File: src/design/pfa_pkg.sv
`timescale 1ns / 1ps
// ----------------------------------------------------------------------------
// pfa_pkg
// Shared types and constants for the page frame allocator: frame bitmap
// sizing, directory entry layout, command codes and controller commands.
// ----------------------------------------------------------------------------
package pfa_pkg;

  localparam int NUM_FRAMES = 32;
  localparam int DIR_DEPTH  = 1024;

  localparam int FRAME_W = (NUM_FRAMES > 1) ? $clog2(NUM_FRAMES) : 1;
  localparam int CNT_W   = $clog2(NUM_FRAMES + 1);
  localparam int SLOT_W  = $clog2(DIR_DEPTH);
  localparam int PFN_W   = 10;
  localparam int CMP_W   = 11;

  localparam int SLOT_LSB   = 22;
  localparam int NEED_LSB   = 22;
  localparam logic [SLOT_W-1:0] LOW_SLOT  = SLOT_W'(0);
  localparam logic [SLOT_W-1:0] HIGH_SLOT = SLOT_W'('h300);

  typedef enum logic [1:0] {
    CMD_CHECK = 2'd0,
    CMD_ALLOC = 2'd1,
    CMD_FREE  = 2'd2
  } pfa_cmd_e;

  typedef struct packed {
    logic [PFN_W-1:0] frame;
    logic             huge_page;
    logic             user;
    logic             writable;
    logic             present;
  } pfa_entry_t;

  localparam pfa_entry_t RESET_ENTRY = '{
    frame: '0, huge_page: 1'b1, user: 1'b0, writable: 1'b1, present: 1'b1
  };

  typedef struct packed {
    logic [1:0]  command;
    logic [31:0] virtual_address;
    logic [31:0] request_bytes;
  } pfa_req_t;

  typedef struct packed {
    logic             ok;
    logic [PFN_W-1:0] frame_number;
    logic [9:0]       directory_slot;
    logic             flush_tlb;
  } pfa_rsp_t;

  typedef enum logic [1:0] {
    OP_NONE  = 2'd0,
    OP_CLEAR = 2'd1,
    OP_LOAD  = 2'd2,
    OP_EXEC  = 2'd3
  } pfa_op_e;

  typedef struct packed {
    pfa_op_e           op;
    logic [SLOT_W-1:0] clr_addr;
  } pfa_ctrl_t;

endpackage

File: src/design/pfa_ctrl.sv
`timescale 1ns / 1ps
// ----------------------------------------------------------------------------
// pfa_ctrl
// Sequencer: sweeps the directory after reset, then takes one command beat
// and runs it through a load cycle and an execute cycle.
// ----------------------------------------------------------------------------
module pfa_ctrl
  import pfa_pkg::*;
(
  input  logic      clk_i,
  input  logic      rst_ni,
  input  logic      start_i,
  output logic      busy_o,
  output pfa_ctrl_t ctrl_o
);

  typedef enum logic [1:0] {
    ST_CLEAR,
    ST_IDLE,
    ST_EXEC
  } state_e;

  state_e            state_q, state_d;
  logic [SLOT_W-1:0] clr_q, clr_d;
  logic              busy_q;

  always_comb begin
    state_d      = state_q;
    clr_d        = clr_q;
    ctrl_o.op    = OP_NONE;
    ctrl_o.clr_addr = clr_q;
    unique case (state_q)
      ST_CLEAR: begin
        ctrl_o.op = OP_CLEAR;
        clr_d     = clr_q + SLOT_W'(1);
        if (clr_q == {SLOT_W{1'b1}}) begin
          state_d = ST_IDLE;
        end
      end
      ST_IDLE: begin
        if (start_i) begin
          ctrl_o.op = OP_LOAD;
          state_d   = ST_EXEC;
        end
      end
      ST_EXEC: begin
        ctrl_o.op = OP_EXEC;
        state_d   = ST_IDLE;
      end
      default: begin
        state_d = ST_CLEAR;
      end
    endcase
  end

  always_ff @(posedge clk_i or negedge rst_ni) begin
    if (!rst_ni) begin
      state_q <= ST_CLEAR;
      clr_q   <= '0;
      busy_q  <= 1'b1;
    end else begin
      state_q <= state_d;
      clr_q   <= clr_d;
      busy_q  <= (state_d != ST_IDLE);
    end
  end

  assign busy_o = busy_q;

endmodule

File: config.mk
export PLATFORM = sky130hd
export DESIGN_NAME = pfa_ctrl
export DESIGN_NICKNAME = d
export VERILOG_FILES = /design/src/design/pfa_pkg.sv /design/src/design/pfa_ctrl.sv
export SDC_FILE = /design/constraint.sdc
export NUM_CORES = 1
export LEC_CHECK = 0
export BUFFER_PORTS_ARGS = -buffer_cell sky130_fd_sc_hd__clkbuf_2
export CAP_MARGIN = 5
export CORE_AREA = 2 2 39 41
export CTS_BUF_LIST = sky130_fd_sc_hd__clkbuf_2 sky130_fd_sc_hd__clkbuf_4 sky130_fd_sc_hd__clkbuf_8
export CTS_CLUSTER_DIAMETER = 50
export DETAILED_ROUTE_END_ITERATION = 8
export DIE_AREA = 0 0 41 43
export GPL_TIMING_DRIVEN = 0
export PLACE_DENSITY = 0.72
export SETUP_SLACK_MARGIN = 0.1
export SLEW_MARGIN = 20
export SYNTH_ARGS = -nofsm -noshare
export SYNTH_HDL_FRONTEND = slang
export SYNTH_SLANG_ARGS = --single-unit
export TNS_END_PERCENT = 5
File: constraint.sdc
create_clock -name clk_i -period 2.95 [get_ports clk_i]
set_clock_uncertainty 0.05 [all_clocks]
set_input_delay 0.295 -clock clk_i [delete_from_list [all_inputs] [get_ports clk_i]]
set_output_delay 0.295 -clock clk_i [all_outputs]
set_load 0.02 [all_outputs]
Word level (Yosys, flattened, before mapping)

Cells that the tools add are included.

Register bits after elaboration: 13
Latch bits: 0
Bits in writable memories: 0
Bits in read-only memories: 0
Bits of input ports: 3
Output and inout bits: 13
Memories: 0

Add/subtract/negate cells: 1
Multipliers: 0
Divide/modulo/power cells: 0
$lt $le $gt $ge: 0
Equality and inequality tests: 4
Shift operators: 0
Multiplexer cells: 5
Bitwise logic cells: 0
Reduce and logical (&&, ||, !) cells: 1

Operator list:

| operator                | count |
|---|---|
| $pmux W2 S3             | 2 |
| $add A10 B1 Y10 const B | 1 |
| $eq A10 B10 Y1 const B  | 1 |
| $mux W2                 | 3 |
| $eq A2 B1 Y1 const B    | 1 |
| $eq A2 B2 Y1 const B    | 1 |
| $logic_not A2 Y1        | 1 |
| $ne A2 B1 Y1 const B    | 1 |

Depth between registers and ports, before layout

Depth after elaboration: 4
Gate-level depth with buffers: 4

Worst setup path before layout

OpenSTA, ideal clock, no wires.

Path kind: register -> register
Start point: register clr_q[0]
End point: register clr_q[6]
Setup time: 0.080 ns
Arrival: 1.379 ns
Data required time: 2.820 ns
Setup slack: 1.441 ns
Stages on the path, launching flop included: 5
Path buffers: 0
Period minus slack after synthesis: 1.509 ns
Path through: dfrtp_1 > ha_1 > or3b_4 > nor3_2 > xor2_1

Cells in the longest elaborated chain, start to end: 1

RTL lines:

| element                | line           | RTL |
|---|---|---|
| from (decl)            | pfa_ctrl.sv:24 | `logic [SLOT_W-1:0] clr_q, clr_d;` |
| from (signal assigned) | pfa_ctrl.sv:63 | `clr_q <= clr_d;` |
| $add A10 B1 Y10        | pfa_ctrl.sv:35 | `clr_d = clr_q + SLOT_W'(1);` |

No other way between the ends.
A chain may end at the register's enable or synchronous reset.

==> impl_metrics.env <==
export IMPL_clock_sinks=13
export IMPL_holdWs_ps=203
export IMPL_grt_total_usage_pct=15.6
export IMPL_die_w_um=41
export IMPL_yosys_area_top_type="dfrtp_1"
export IMPL_synth_cells=48
export IMPL_power_uw=299
export IMPL_slew_viol_final=0
export IMPL_path_max_fanout=8
export IMPL_path_class="flop to output port"
export IMPL_switching_share_pct=19.2
export IMPL_min_period_over_period_pct=52.1
export IMPL_design_die_area_um2=1760
export IMPL_drive_gt1_share_pct=35.3
export IMPL_numCtsBuffers=3
export IMPL_switchingPower_uw=57.5
export IMPL_place_area_um2=669
export IMPL_final_area_um2=709
export IMPL_ir_drop_mv=0.255
export IMPL_drt_initial_drc_count=2
export IMPL_ys_ff_latch=13
export IMPL_worstReg2RegStart="clr_q[0]$_DFFE_PN0P_"
export IMPL_yosysSeqAreaShare_pct=56.9
export IMPL_setup_worst_path_start="state_q[0]$_DFF_PN0_"
export IMPL_setup_viol=0
export IMPL_clk_root_buffer_cell="clkbuf_4"
export IMPL_postLayoutCoreUtil_pct=51.3
export IMPL_drc_errors=0
export IMPL_nets=73
export IMPL_yosysMostFrequentCell="dfrtp_1"
export IMPL_synthFlopType="dfrtp_1"
export IMPL_yosysTopAreaCellShare_pct=52.3
export IMPL_avgViaCountPerCell=5.01
export IMPL_area_growth_pct=23.5
export IMPL_p_int_uw=241
export IMPL_status="finished clean"
export IMPL_combPwrFrac_pct=1.8
export IMPL_nFillCells=130
export IMPL_wl_mm=1.02
export IMPL_routabilityCongestion=0.674
export IMPL_rsz0062_at_grt="false"
export IMPL_overflow=0
export IMPL_crit_chain="nand2_1 > nor2_1 > a21o_1 > clkbuf_2"
export IMPL_min_path_type="primary input to flop"
export IMPL_io_buffers=15
export IMPL_die_h_um=43
export IMPL_synth_warnings=0
export IMPL_max_freq_ghz=0.650
export IMPL_hpwlAfterDp_um=764
export IMPL_grt_max_degree=14
export IMPL_pwr_share_seq_pct=59.6
export IMPL_slew_limit_headroom_pct=78.9
export IMPL_hold_start="start_i"
export IMPL_finalSetupTns_ps=0
export IMPL_cts_max_level=1
export IMPL_syn_area_um2=574
export IMPL_worstPathArrival_ps=1190
export IMPL_p_leak_uw=0.000346
export IMPL_core_um2=1380
export IMPL_ant_nets=0
export IMPL_clkPwrFrac_pct=38.6
export IMPL_cts_resized_gates=0
export IMPL_firstDrtPassIters=4
export IMPL_critPathLaunchType="flop"
export IMPL_path_delay_family="flip-flops"
export IMPL_crit_buf_inv=1
export IMPL_ios=16
export IMPL_postCtsSetupBuffers=0
export IMPL_initial_utilization_pct=41.5
export IMPL_ys_async_sr_fraction_pct=100
export IMPL_synthesis_nets=52
export IMPL_vias=421
export IMPL_synth_edf_count=0
export IMPL_powerDensity_nw_per_um2=421
export IMPL_max_clock_path_buffers=2
export IMPL_maxCapViolCount=0
export IMPL_row_count=14
export IMPL_syn_avg_cell_area_um2=12.0
export IMPL_wl_per_cell_um=12.1
export IMPL_clkTransAtPathRegs_ps=70
export IMPL_ctsHoldBuffers=1
export IMPL_required_ps=2610
export IMPL_cts_tree="built"
export IMPL_synth_area_top_cells="dfrtp_1 52%, xor2_1 7.6%, xnor2_1 6.1%"
export IMPL_antenna_cells=0
export IMPL_grt_pass1_vias=403
export IMPL_period_minus_slack_ps=1540
export IMPL_antenna_found_initial=0
export IMPL_synth_distinct_cells=19
export IMPL_grt_pass1_wl_mm=1.77
export IMPL_critPathCaptureType="output port"
export IMPL_finalHoldViolCount=0
export IMPL_crit_path_top_delay_cell="dfrtp_1"
export IMPL_max_slew_worst_pin_slew_ps=317
export IMPL_critical_path_max_stage_delay_ps=470
export IMPL_clk_latency_ps=270
export IMPL_synthTopCellsByCount="12 x dfrtp_1, 5 x xor2_1, 4 x xnor2_1"
metal layers:
layer	vias to the layer above	routed length, um	GRT usage [%]
li1	207	-	-
met1	201	481	19.8
met2	11	483	20.9
met3	2	45	6.28
met4	0	10	10.0
met5	-	0	0
worst paths after layout:
kind	end	slack, ps	cells past startpoint
max	ctrl_o[11]	1410	4
min	state_q[1]$_DFF_PN0_	200	3
max reg2reg	clr_q[6]$_DFFE_PN0P_	1430	4
min reg2reg	clr_q[8]$_DFFE_PN0P_	450	1
max in group asynchronous	busy_o$_DFF_PN1_	2170	2
min in group asynchronous	clr_q[9]$_DFFE_PN0P_	390	2
area by class of cell:
class                   instances  area (um2)  share of cell area [%]
clock buffers                   4        30.0                    4.23
well taps                      16        20.0                    2.82
multi-input cells              33         240                    33.9
repair buffers                 16        85.1                    12.0
inverters                       2        7.51                    1.06
flip-flops and latches         13         327                    46.0
worst register-to-register path, delay by kind of cell (launching register included):
kind	cells	cell delay, ps
xor gates and xnor gates	1	190
DFF	1	420
and+or+nand+nor	2	550
adders and majority gates	1	220
power groups by stage:
stage / logic (uW) / registers [uW] / clock network, uW
finish: 5.48 / 178 / 115
detailed placement: 4.71 / 182 / 0
global route: 6.48 / 178 / 130
global placement: 4.66 / 182 / 0
CTS: 5.86 / 178 / 120
floorplan: 0.000290 / 182 / 0
sequential cells by signal, indices dropped and copies added, names as in the netlist:
register	count
state_q	2
clr_q	10
busy_o	1
cells in the final DEF (no fill, tap or decap):
master,synthesis,final
nand4_1,3,3
clkbuf_4,0,4
inv_1,2,2
o31a_1,1,1
mux2_2,1,1
clkbuf_2,0,15
nor3_2,2,2
or3b_4,1,1
nand2_1,3,3
dfrtp_1,12,12
nand4bb_1,1,1
xor2_1,5,5
xnor2_1,4,4
o31ai_1,1,1
ha_1,1,1
a21o_1,1,1
dlygate4sd3_1,0,1
o21ai_0,1,1
nor2_1,3,3
nor3_1,3,3
nand3_1,2,2
dfstp_2,1,1
cells by family (layout without fill, tap and decap cells):
family | after synthesis | after routing | synth area share, %
AOI/OAI and AO/OA | 4 | 4 | 5.01
xor gates and xnor gates | 9 | 9 | 13.7
adders and majority gates | 1 | 1 | 2.18
buffers and inverters | 2 | 22 | 1.31
DFF | 13 | 13 | 56.9
muxes | 1 | 1 | 1.96
and+or+nand+nor | 18 | 18 | 19.0
per-stage QoR:
step / cells / worst slack, ps
floorplan: 48 / 1440
global placement: 79 / 1500
detailed placement: 79 / 1440
CTS: 84 / 1400
global route: 84 / 1270
finish: 84 / 1410
Note: power is estimated with default switching activity, not from simulation.
